<file path="config.mk">
export PLATFORM = sky130hd
export DESIGN_NAME = stepper_valve_positioner_top
export DESIGN_NICKNAME = d
export VERILOG_FILES = /design/src/rtl/svp_pkg.sv /design/src/rtl/stepper_valve_positioner_top.sv
export SDC_FILE = /design/constraint.sdc
export NUM_CORES = 1
export LEC_CHECK = 0
export ABC_AREA = 0
export BUFFER_PORTS_ARGS = -buffer_cell sky130_fd_sc_hd__buf_4
export CORE_ASPECT_RATIO = 1.2
export CORE_MARGIN = 2
export CORE_UTILIZATION = 60
export CTS_BUF_LIST = sky130_fd_sc_hd__clkbuf_8
export DETAILED_ROUTE_END_ITERATION = 6
export MAX_ROUTING_LAYER = met4
export PLACE_DENSITY = 0.79
export SLEW_MARGIN = 20
export SYNTH_ARGS = -nofsm -noshare
export SYNTH_HDL_FRONTEND = slang
export SYNTH_SLANG_ARGS = --single-unit
</file>
<file path="constraint.sdc">
create_clock -name aclk -period 14.63 [get_ports aclk]
set_clock_uncertainty 0.15 [all_clocks]
set_input_delay 0 -clock aclk [delete_from_list [all_inputs] [get_ports aclk]]
set_output_delay 0 -clock aclk [all_outputs]
set_load 0.02 [all_outputs]
</file>
<file path="src/rtl/svp_pkg.sv">
// svp_pkg: shared types and constants of the stepper valve positioner
// coil sequence table, configuration register indexes and field widths
// no dependencies
package svp_pkg;

    localparam int unsigned CFG_INDEX_W   = 3;
    localparam int unsigned CFG_DATA_W    = 10;
    localparam int unsigned RESET_STEPS_W = 10;
    localparam int unsigned TIMER_W       = 8;
    localparam int unsigned COIL_W        = 4;
    localparam int unsigned PHASE_W       = 3;

    typedef enum logic [CFG_INDEX_W-1:0] {
        REG_ENABLE         = 3'd0,
        REG_REVERSE_WIRING = 3'd1,
        REG_STEP_PERIOD    = 3'd2,
        REG_START_HOLD     = 3'd3,
        REG_STOP_HOLD      = 3'd4,
        REG_CLOSE_EXTRA    = 3'd5,
        REG_RESET_STEPS    = 3'd6
    } cfg_reg_t;

    typedef logic [COIL_W-1:0] coil_t;

    // half-step sequence, coils A..D in bits 0..3
    localparam coil_t COIL_SEQ [8] = '{
        4'h1, 4'h3, 4'h2, 4'h6, 4'h4, 4'hc, 4'h8, 4'h9
    };

    localparam logic [PHASE_W-1:0] PHASE_HOME = 3'd7;
    localparam logic [TIMER_W-1:0] TIMER_MAX  = 8'hff;

    // reversed wiring walks the same table from the far end
    function automatic coil_t coil_lookup(input logic [PHASE_W-1:0] phase,
                                          input logic                reversed);
        logic [PHASE_W-1:0] idx;
        idx = reversed ? (PHASE_HOME - phase) : phase;
        return COIL_SEQ[idx];
    endfunction

endpackage

</file>
<file path="src/rtl/stepper_valve_positioner_top.sv">
// stepper_valve_positioner_top: half-step unipolar stepper positioner for an expansion valve
// uses svp_pkg for the coil table and register indexes
//
// Usage:
//   s_ channel: one request per 1 ms tick. s_tdata carries the target opening,
//   s_tuser the init flag that, while enabled, homes the valve (position and step count set to
//   reset_steps, phase 7, closing, start hold armed).
//   m_ channel: one result per request: coil drive, tracked position, moving
//   flag and direction, taken after the request has updated the state.
//   cfg channel: register index and write data, always ready; the user must write it
//   only while no request is in flight, which the block itself does not enforce.
//   Path: an accepted request is loaded into the input register, and its result
//   into the result register once that register can advance.
//   Throughput: one request per cycle unless m_tready stalls the result; the whole
//   tick update is a single pass of adders and compares between input and result registers.
//   Reset: state cleared, phase 7, coils off, registers at their defaults,
//   both channels empty.
//   Stall: while m_tready is low the result holds, one more request waits in
//   the input register, and then s_tready drops.
module stepper_valve_positioner_top
    import svp_pkg::*;
#(
    parameter int unsigned POS_BITS = 10
) (
    input  logic                          aclk,
    input  logic                          aresetn,
    // request channel
    input  logic                          s_tvalid,
    output logic                          s_tready,
    input  logic [((POS_BITS+7)/8)*8-1:0] s_tdata,   // target_position
    input  logic                          s_tuser,   // init_request
    // result channel
    output logic                          m_tvalid,
    input  logic                          m_tready,
    // coil_drive, position, moving, direction
    output logic [((COIL_W+POS_BITS+2+7)/8)*8-1:0] m_tdata,
    // configuration channel
    input  logic                          cfg_valid,
    output logic                          cfg_ready,
    input  logic [CFG_INDEX_W-1:0]        cfg_index,
    input  logic [CFG_DATA_W-1:0]         cfg_wdata
);

    localparam int unsigned P      = POS_BITS;
    localparam int unsigned RES_W  = COIL_W + P + 2;
    localparam int unsigned OUT_W  = ((RES_W + 7) / 8) * 8;
    localparam int unsigned RS_EXT = (P > RESET_STEPS_W) ? P : RESET_STEPS_W;
    localparam logic [P:0]  POS_MAX = {1'b0, {P{1'b1}}};

    // configuration registers
    logic                     enable_reg;
    logic                     reverse_reg;
    logic [TIMER_W-1:0]       step_period_reg;
    logic [TIMER_W-1:0]       start_hold_reg;
    logic [TIMER_W-1:0]       stop_hold_reg;
    logic [TIMER_W-1:0]       close_extra_reg;
    logic [RESET_STEPS_W-1:0] reset_steps_reg;

    // input register
    logic         in_valid_reg;
    logic         in_init_reg;
    logic [P-1:0] in_target_reg;

    // valve state
    logic [P-1:0]       cur_reg,   cur_next;
    logic [P-1:0]       rem_reg,   rem_next;
    logic [P-1:0]       lt_reg,    lt_next;
    logic [PHASE_W-1:0] phase_reg, phase_next;
    logic               dir_reg,   dir_next;
    logic [TIMER_W-1:0] pt_reg,    pt_next;
    logic [TIMER_W-1:0] hold_reg,  hold_next;
    coil_t              coil_reg,  coil_next;

    // result register
    logic               out_valid_reg;
    logic [OUT_W-1:0]   out_data_reg;

    logic advance;
    logic fire;

    assign advance   = !out_valid_reg || m_tready;
    assign fire      = in_valid_reg && advance;
    assign s_tready  = !in_valid_reg || advance;
    assign m_tvalid  = out_valid_reg;
    assign m_tdata   = out_data_reg;
    assign cfg_ready = 1'b1;

    always_ff @(posedge aclk) begin
        if (!aresetn) begin
            enable_reg      <= 1'b0;
            reverse_reg     <= 1'b0;
            step_period_reg <= 8'd32;
            start_hold_reg  <= 8'd50;
            stop_hold_reg   <= 8'd50;
            close_extra_reg <= 8'd160;
            reset_steps_reg <= 10'd560;
        end else if (cfg_valid) begin
            unique case (cfg_index)
                REG_ENABLE:         enable_reg      <= cfg_wdata[0];
                REG_REVERSE_WIRING: reverse_reg     <= cfg_wdata[0];
                REG_STEP_PERIOD:    step_period_reg <= cfg_wdata[TIMER_W-1:0];
                REG_START_HOLD:     start_hold_reg  <= cfg_wdata[TIMER_W-1:0];
                REG_STOP_HOLD:      stop_hold_reg   <= cfg_wdata[TIMER_W-1:0];
                REG_CLOSE_EXTRA:    close_extra_reg <= cfg_wdata[TIMER_W-1:0];
                REG_RESET_STEPS:    reset_steps_reg <= cfg_wdata[RESET_STEPS_W-1:0];
                default: ;
            endcase
        end
    end

    always_ff @(posedge aclk) begin
        if (!aresetn) begin
            in_valid_reg <= 1'b0;
        end else if (s_tready) begin
            in_valid_reg <= s_tvalid;
        end
    end

    always_ff @(posedge aclk) begin
        if (s_tready && s_tvalid) begin
            in_init_reg   <= s_tuser;
            in_target_reg <= s_tdata[P-1:0];
        end
    end

    // tick update
    logic [RS_EXT-1:0]  rs_ext;
    logic [P-1:0]       rs_pos;
    logic [TIMER_W-1:0] pt_inc;
    logic [TIMER_W-1:0] hold_dec;
    logic [P-1:0]       rem_dec;
    logic [P-1:0]       cur_plan;
    logic [P:0]         close_sum;

    always_comb begin
        rs_ext    = RS_EXT'(reset_steps_reg);
        rs_pos    = rs_ext[P-1:0];
        pt_inc    = (pt_reg != TIMER_MAX) ? pt_reg + 8'd1 : pt_reg;
        hold_dec  = (hold_reg != '0) ? hold_reg - 8'd1 : hold_reg;
        rem_dec   = rem_reg - P'(1);
        close_sum = {1'b0, cur_reg} + (P+1)'(close_extra_reg);
        cur_plan  = cur_reg;

        cur_next   = cur_reg;
        rem_next   = rem_reg;
        lt_next    = lt_reg;
        phase_next = phase_reg;
        dir_next   = dir_reg;
        pt_next    = pt_reg;
        hold_next  = hold_reg;
        coil_next  = coil_reg;

        if (enable_reg) begin
            if (in_init_reg) begin
                coil_next  = '0;
                pt_next    = step_period_reg;
                rem_next   = rs_pos;
                cur_next   = rs_pos;
                lt_next    = '0;
                phase_next = PHASE_HOME;
                dir_next   = 1'b0;
                hold_next  = start_hold_reg;
            end else begin
                pt_next   = pt_inc;
                hold_next = hold_dec;
                if (pt_inc >= step_period_reg) begin
                    pt_next = '0;
                    if (rem_reg != '0) begin
                        if (hold_dec == '0) begin
                            if (dir_reg) begin
                                cur_next   = cur_reg + P'(1);
                                phase_next = phase_reg + 3'd1;
                            end else begin
                                cur_next   = cur_reg - P'(1);
                                phase_next = phase_reg - 3'd1;
                            end
                            rem_next = rem_dec;
                            if (rem_dec == '0) begin
                                hold_next = stop_hold_reg;
                            end
                        end
                        coil_next = coil_lookup(phase_next, reverse_reg);
                    end else begin
                        if (hold_dec == '0) begin
                            coil_next = '0;
                            lt_next   = in_target_reg;
                        end
                        // plan a move towards the latched target
                        if (cur_reg != lt_next) begin
                            hold_next = start_hold_reg;
                            // closing fully overdrives against the end stop
                            if (lt_next == '0 && cur_reg != '0) begin
                                cur_plan = (close_sum > POS_MAX) ? POS_MAX[P-1:0]
                                                                 : close_sum[P-1:0];
                            end
                            cur_next = cur_plan;
                            if (cur_plan < lt_next) begin
                                rem_next = lt_next - cur_plan;
                                dir_next = 1'b1;
                            end else begin
                                rem_next = cur_plan - lt_next;
                                dir_next = 1'b0;
                            end
                        end
                    end
                end
            end
        end
    end

    always_ff @(posedge aclk) begin
        if (!aresetn) begin
            cur_reg   <= '0;
            rem_reg   <= '0;
            lt_reg    <= '0;
            phase_reg <= PHASE_HOME;
            dir_reg   <= 1'b0;
            pt_reg    <= '0;
            hold_reg  <= '0;
            coil_reg  <= '0;
        end else if (fire) begin
            cur_reg   <= cur_next;
            rem_reg   <= rem_next;
            lt_reg    <= lt_next;
            phase_reg <= phase_next;
            dir_reg   <= dir_next;
            pt_reg    <= pt_next;
            hold_reg  <= hold_next;
            coil_reg  <= coil_next;
        end
    end

    always_ff @(posedge aclk) begin
        if (!aresetn) begin
            out_valid_reg <= 1'b0;
        end else if (advance) begin
            out_valid_reg <= in_valid_reg;
        end
    end

    always_ff @(posedge aclk) begin
        if (fire) begin
            out_data_reg <= OUT_W'({dir_next, (rem_next != '0), cur_next, coil_next});
        end
    end

endmodule
</file>
# [Word-level counts from Yosys, hierarchy flattened]
# Memories as Yosys holds them, arrays and structs flattened.
# Index checks and enable logic that the tools add are counted.
[classes] add_sub_neg=11 magnitude_cmp=4 n_eq_ne=9 muxes=62 bitwise=1 reduce_logical=27
[op_table] operator="$mux W10" count=29
[op_table] operator="$mux W8" count=10
[op_table] operator="$mux W3" count=10
[op_table] operator="$reduce_bool A10 Y1" count=3
[op_table] operator="$mux W4" count=7
[op_table] operator="$logic_not A10 Y1" count=2
[op_table] operator="$sub A10 B1 Y10 const B" count=2
[op_table] operator="$sub A10 B10 Y10" count=2
[op_table] operator="$reduce_and A2 Y1" count=8
[op_table] operator="$add A10 B8 Y11" count=1
[op_table] operator="$gt A11 B10 Y1 const B" count=1
[op_table] operator="$add A10 B1 Y10 const B" count=1
[op_table] operator="$lt A10 B10 Y1" count=1
[op_table] operator="$ne A10 B10 Y1" count=1
[op_table] operator="$eq A3 B3 Y1 const B" count=3
[op_table] operator="$add A8 B1 Y8 const B" count=1
[op_table] operator="$ge A8 B8 Y1" count=1
[op_table] operator="$logic_not A8 Y1" count=1
[op_table] operator="$ne A8 B8 Y1 const B" count=1
[op_table] operator="$reduce_and A4 Y1" count=2
[op_table] operator="$reduce_bool A8 Y1" count=1
[op_table] operator="$sub A8 B1 Y8 const B" count=1
[op_table] operator="$eq A3 B2 Y1 const B" count=2
[op_table] operator="$mux W1" count=6
[op_table] operator="other kinds (12)" count=17
[totals] register_bits=127 rom_bits=32 out_inout_bits=19 word_cells=135 memories=1
[mem_list] memory="(name not given)" words=8 word_bits=4 read_ports=1 rd_ports_with_merged_regs=0 write_ports=0 line_no="svp_pkg.sv:38" rtl="return COIL_SEQ[idx];"

# [Logic depth before layout (Yosys ltp)]
[depth] word_depth=24 depth_mapped=27

# [Worst setup path before layout]
# Ideal clock, no wire load.
[synth_path] kind="register to register" start="register hold_reg[0]" end="register out_data_reg[14] (netlist: m_tdata[14]) (data pin)" arrival_ps=5110 t_required_ps=14209 setup_slack_ps=9099 path_stages_with_launch=24 n_path_buf=4 synth_period_minus_slack_ps=5531 cell_sequence="dfxtp_1 inv_1 ha_1 or4b_1 buf_2 nor3_4 a31oi_4 nor3_4 buf_2 buf_2 mux2i_1 inv_1 ha_1 inv_1 fa_1 nand3_1 a21oi_1 o31ai_1 clkbuf_1 nor3_1 a211oi_1 nand3_1 a2111oi_0 nand4_1"
[synth_between] elab_chain_len=24 elab_cells_between_ends=29 cone_classes="add/sub: 3; order compare: 1; eq/ne: 1; mux: 19; reduce/logical: 5"
[synth_rtl] item="start, declared" line_no="stepper_valve_positioner_top.sv:71" rtl="logic [TIMER_W-1:0] hold_reg, hold_next;"
[synth_rtl] item="start signal, assigned" line_no="stepper_valve_positioner_top.sv:228" rtl="hold_reg <= hold_next;"
[synth_rtl] item="$sub A8 B1 Y8 / $reduce_bool A8 Y1 (equally long branches)" line_no="stepper_valve_positioner_top.sv:139" rtl="hold_dec = (hold_reg != '0) ? hold_reg - 8'd1 : hold_reg;"
[synth_rtl] item="$mux W8 *" line_no="stepper_valve_positioner_top.sv:139"
[synth_rtl] item="$logic_not A8 Y1 *" line_no="stepper_valve_positioner_top.sv:169, stepper_valve_positioner_top.sv:184"
[synth_rtl] item="$mux W10" line_no="stepper_valve_positioner_top.sv:184" rtl="if (hold_dec == '0) begin"
[synth_rtl] item="$mux W10" line_no="stepper_valve_positioner_top.sv:168" rtl="if (rem_reg != '0) begin"
[synth_rtl] item="$mux W10" line_no="stepper_valve_positioner_top.sv:166" rtl="if (pt_inc >= step_period_reg) begin"
[synth_rtl] item="$mux W10" line_no="stepper_valve_positioner_top.sv:154" rtl="if (in_init_reg) begin"
[synth_rtl] item="$mux W10" line_no="stepper_valve_positioner_top.sv:153" rtl="if (enable_reg) begin"
[synth_rtl] item="[8 not listed]"
[synth_rtl] item="$sub A10 B10 Y10, or another cell as far along" line_no="stepper_valve_positioner_top.sv:201" rtl="rem_next = cur_plan - lt_next;"
[synth_rtl] item="$mux W10" line_no="stepper_valve_positioner_top.sv:197" rtl="if (cur_plan < lt_next) begin"
[synth_rtl] item="$mux W10" line_no="stepper_valve_positioner_top.sv:189" rtl="if (cur_reg != lt_next) begin"
[synth_rtl] item="$mux W10 *" line_no="stepper_valve_positioner_top.sv:168"
[synth_rtl] item="$mux W10 *" line_no="stepper_valve_positioner_top.sv:166"
[synth_rtl] item="$mux W10 *" line_no="stepper_valve_positioner_top.sv:154"
[synth_rtl] item="$mux W10 *" line_no="stepper_valve_positioner_top.sv:153"
[synth_rtl] item="$reduce_bool A10 Y1 *" line_no="stepper_valve_positioner_top.sv:243" rtl="out_data_reg <= OUT_W'({dir_next, (rem_next != '0), cur_next, coil_next});"
[synth_rtl] item="end signal, assigned" line_no="stepper_valve_positioner_top.sv:243"
[synth_rtl] item="end, declared" line_no="stepper_valve_positioner_top.sv:76" rtl="logic [OUT_W-1:0] out_data_reg;"
# Mark *: on every way between the ends. The rest lies on a longest branch, timed or not. The select of a mux whose other input is x is not followed.
# A chain may end at the register's enable or synchronous reset.

# [Worst setup path in the final report]
# Same ends and word-level chain as after synthesis.

==> qor.yml <==
timing:
  final_hold_viol_count: 0
  timing.final.crit_share_pct: 44.1
  slew_headroom_pct: 39.1
  fin_crit_ns: 6.46
  tightest_slew_ns: 0.904
  setup_tns_ns: 0
  rsz0062_at_grt: "false"
  setup_viol: 0
  slew_viol_final: 0
  max_freq_mhz: 155
global_route:
  grt_busiest_layer: "met2"
  grt_pass1_vias: 8769
  grt_max_degree: 40
  grtUsageMet1_pct: 46.8
  met3_usage_pct: 6.88
  antenna_found_initial: 0
  grt_use_met2_pct: 58.1
  grt_first_pass_wirelength_um: 46500
  grtUsageTotal_pct: 37.9
  grt.overflow.total: 0
final_layout:
  drive_gt1_share_pct: 9.87
  antenna-diode-count: 0
  finish.utilization_pct: 69.3
  nets: 1327
  largest_reg_flops: 16
  syn2layout_area_growth_pct: 13.0
route:
  vias: 9446
  final_antenna_net_count: 0
  drt_pass1_iterations: 7
  wl_per_cell_um: 20.2
  drc_errors: 2
  via_per_inst: 6.47
  finalWirelength_um: 29500
  drt_iter0_markers: 1047
worst_setup_path:
  cp_top_family: "simple AND/OR/NAND/NOR gates"
  slowest_delay_ns: 0.71
  arrival_ns: 6.51
  path_max_fanout: 15
  critPathLaunchType: "register"
  path_cells: "inv_1, ha_1, or4b_1, o32ai_1, a21o_1, nand4_1, and3_1, o21ai_1, mux2i_1, inv_1, ha_1, or3_1, o31ai_2, buf_4, nor2_1, and3_1, nand3b_1, o2111ai_1, o211ai_1, a2111oi_0, nand4_1"
  end_kind: "register"
  cp_num_buf_inv: 3
  crit_type: "register to register"
  slowest_stage: "mux2i_1"
  rr_worst_depth: 21
  crit_cells: 21
  cp.required_ns: 14.68
synth:
  synth.area.top_cells: "dfxtp_1, edfxtp_1, nand2_1, a21oi_1, ha_1"
  syn_area_um2: 9170
  synth_top_family_by_area: "simple AND/OR/NAND/NOR gates"
  synthArstFlopShare_pct: 0
  yosys.area.top_type_share_pct: 21.8
  postSynthCellCount: 1194
  yosys.area_share.simple_pct: 25.3
  yosys_register_bits: 127
  synth_compound_area_share_pct: 23.7
  synthAdderAreaFrac_pct: 7.02
  synthMuxAreaShare_pct: 3.37
  syn_nets: 1278
  syn_avg_cell_area_um2: 7.68
  synth_commonest_cells: "nand2_1, nor2_1, a21oi_1"
  synth_edf_count: 27
  synth-main-ff-cell: "dfxtp_1"
  yosysUniqueCellTypes: 87
  ys_seq_area_share_pct: 30.7
  synth-xor-area-share_pct: 4.49
  yosysMostFrequentCell: "nand2_1"
  post-synth-top-area-cell: "dfxtp_1"
  synth_warnings: 0
clock_network:
  clk_pin_slew_worst_paths_ns: 0.08
  cts_max_level: 4
  root_buffer: "clkbuf_8"
  clock_sinks: 127
  hold_buffers: 41
  clk_path_buf_depth: 2
  worstSkewPairLatency_ns: 0.47
  cts-resized-gates: 0
  post_cts_buffers: 0
  cts_buffers: 17
  cts_tree: "done"
worst_hold_path:
  hp-class: "input pin to register"
  worstHoldPathCells: 2
run_status:
  violations: "design-rule violations"
  status: "finished with violations"
power_and_ir_drop:
  power_frac_seq_pct: 44.9
  p_leak_nw: 4.22
  p_sw_share_pct: 31.2
  powerDensity_nw_per_um2: 80.6
  clockPowerShare_pct: 37.1
  p_int_w: 0.000574
  p_sw_w: 0.000260
  ir_worst_vdd_mv: 0.0850
  p_comb_share_pct: 18.0
floorplan:
  die_w_um: 117
  fp.dieH_um: 139
  dieArea_um2: 16300
  coreArea_um2: 15000
  rows: 49
  initial_core_util_pct: 61.3
  io_pins: 54
place:
  port_buffers: 46
  hpwl_um: 20600
  gp_congestion: 1.00
flow_run:
  maxCapViolations: 0
-- logic make-up (layout without fill, tap and decap cells) --
logic type               Yosys count  count (layout)
buffers and inverters            123             185
flip-flops                       127             127
other                              1               1
multiplexers                      27              27
adder cells (fa/ha/maj)           49              49
AO/OA/AOI/OAI                    333             333
XOR/XNOR                          47              47
AND/OR/NAND/NOR                  487             487
-- area by class of cell --
type | count | area [um2]
clock buffers | 17 | 234
clock inverters | 15 | 156
fillers | 1306 | 4600
inverters | 55 | 206
multi-input cells | 944 | 5860
flip-flops and latches | 127 | 2810
well taps | 204 | 255
repair buffers | 98 | 838
-- power by group through the flow --
stage | sequential (W) | clock (W) | combinational, W
after global placement | 0.000382 | 0 | 0.000136
final | 0.000374 | 0.000310 | 0.000150
after global routing | 0.000375 | 0.000326 | 0.000162
after floorplan | 0.000381 | 0 | 0.0000943
after CTS | 0.000374 | 0.000313 | 0.000145
after detailed placement | 0.000382 | 0 | 0.000137
-- placed cells by master (no fill, tap or decap), drive strengths merged, types with 41 or more instances in the layout --
cell type,n
nand2,176
nor2,120
a21oi,116
dfxtp,100
inv,63
o21ai,61
buf,57
nand3,47
ha,45
dlygate4sd3,41
-- routing by layer --
layer / routed length (um) / vias to the layer above
met1: 11700 / 4455
li1: - / 4404
met2: 13900 / 464
met4: 1720 / 0
met3: 2210 / 123
met5: 0 / -
-- through the flow --
step                hold slack (ns)  std cells  worst slack, ns  cell area (um2)  power [W]
floorplan                   -0.0511       1194             9.10             9170   0.000476
global placement             0.0289       1387             8.52             9560   0.000518
detailed placement           0.0296       1387             8.47             9560   0.000519
CTS                          0.0894       1460             8.42            10400   0.000832
global route                  0.104       1460             7.84            10400   0.000863
finish                       0.0989       1460             8.17            10400   0.000835
-- final timing paths --
kind	startpoint	to	slack, ns
setup / recovery	hold_reg[0]	m_tdata[14]	8.17
hold / removal	s_tdata[9]	in_target_reg[9]	0.1
setup reg to reg	hold_reg[0]	m_tdata[14]	8.17
hold reg to reg	start_hold_reg[0]	start_hold_reg[0]	0.31
Power figures use the tool's default switching activity.
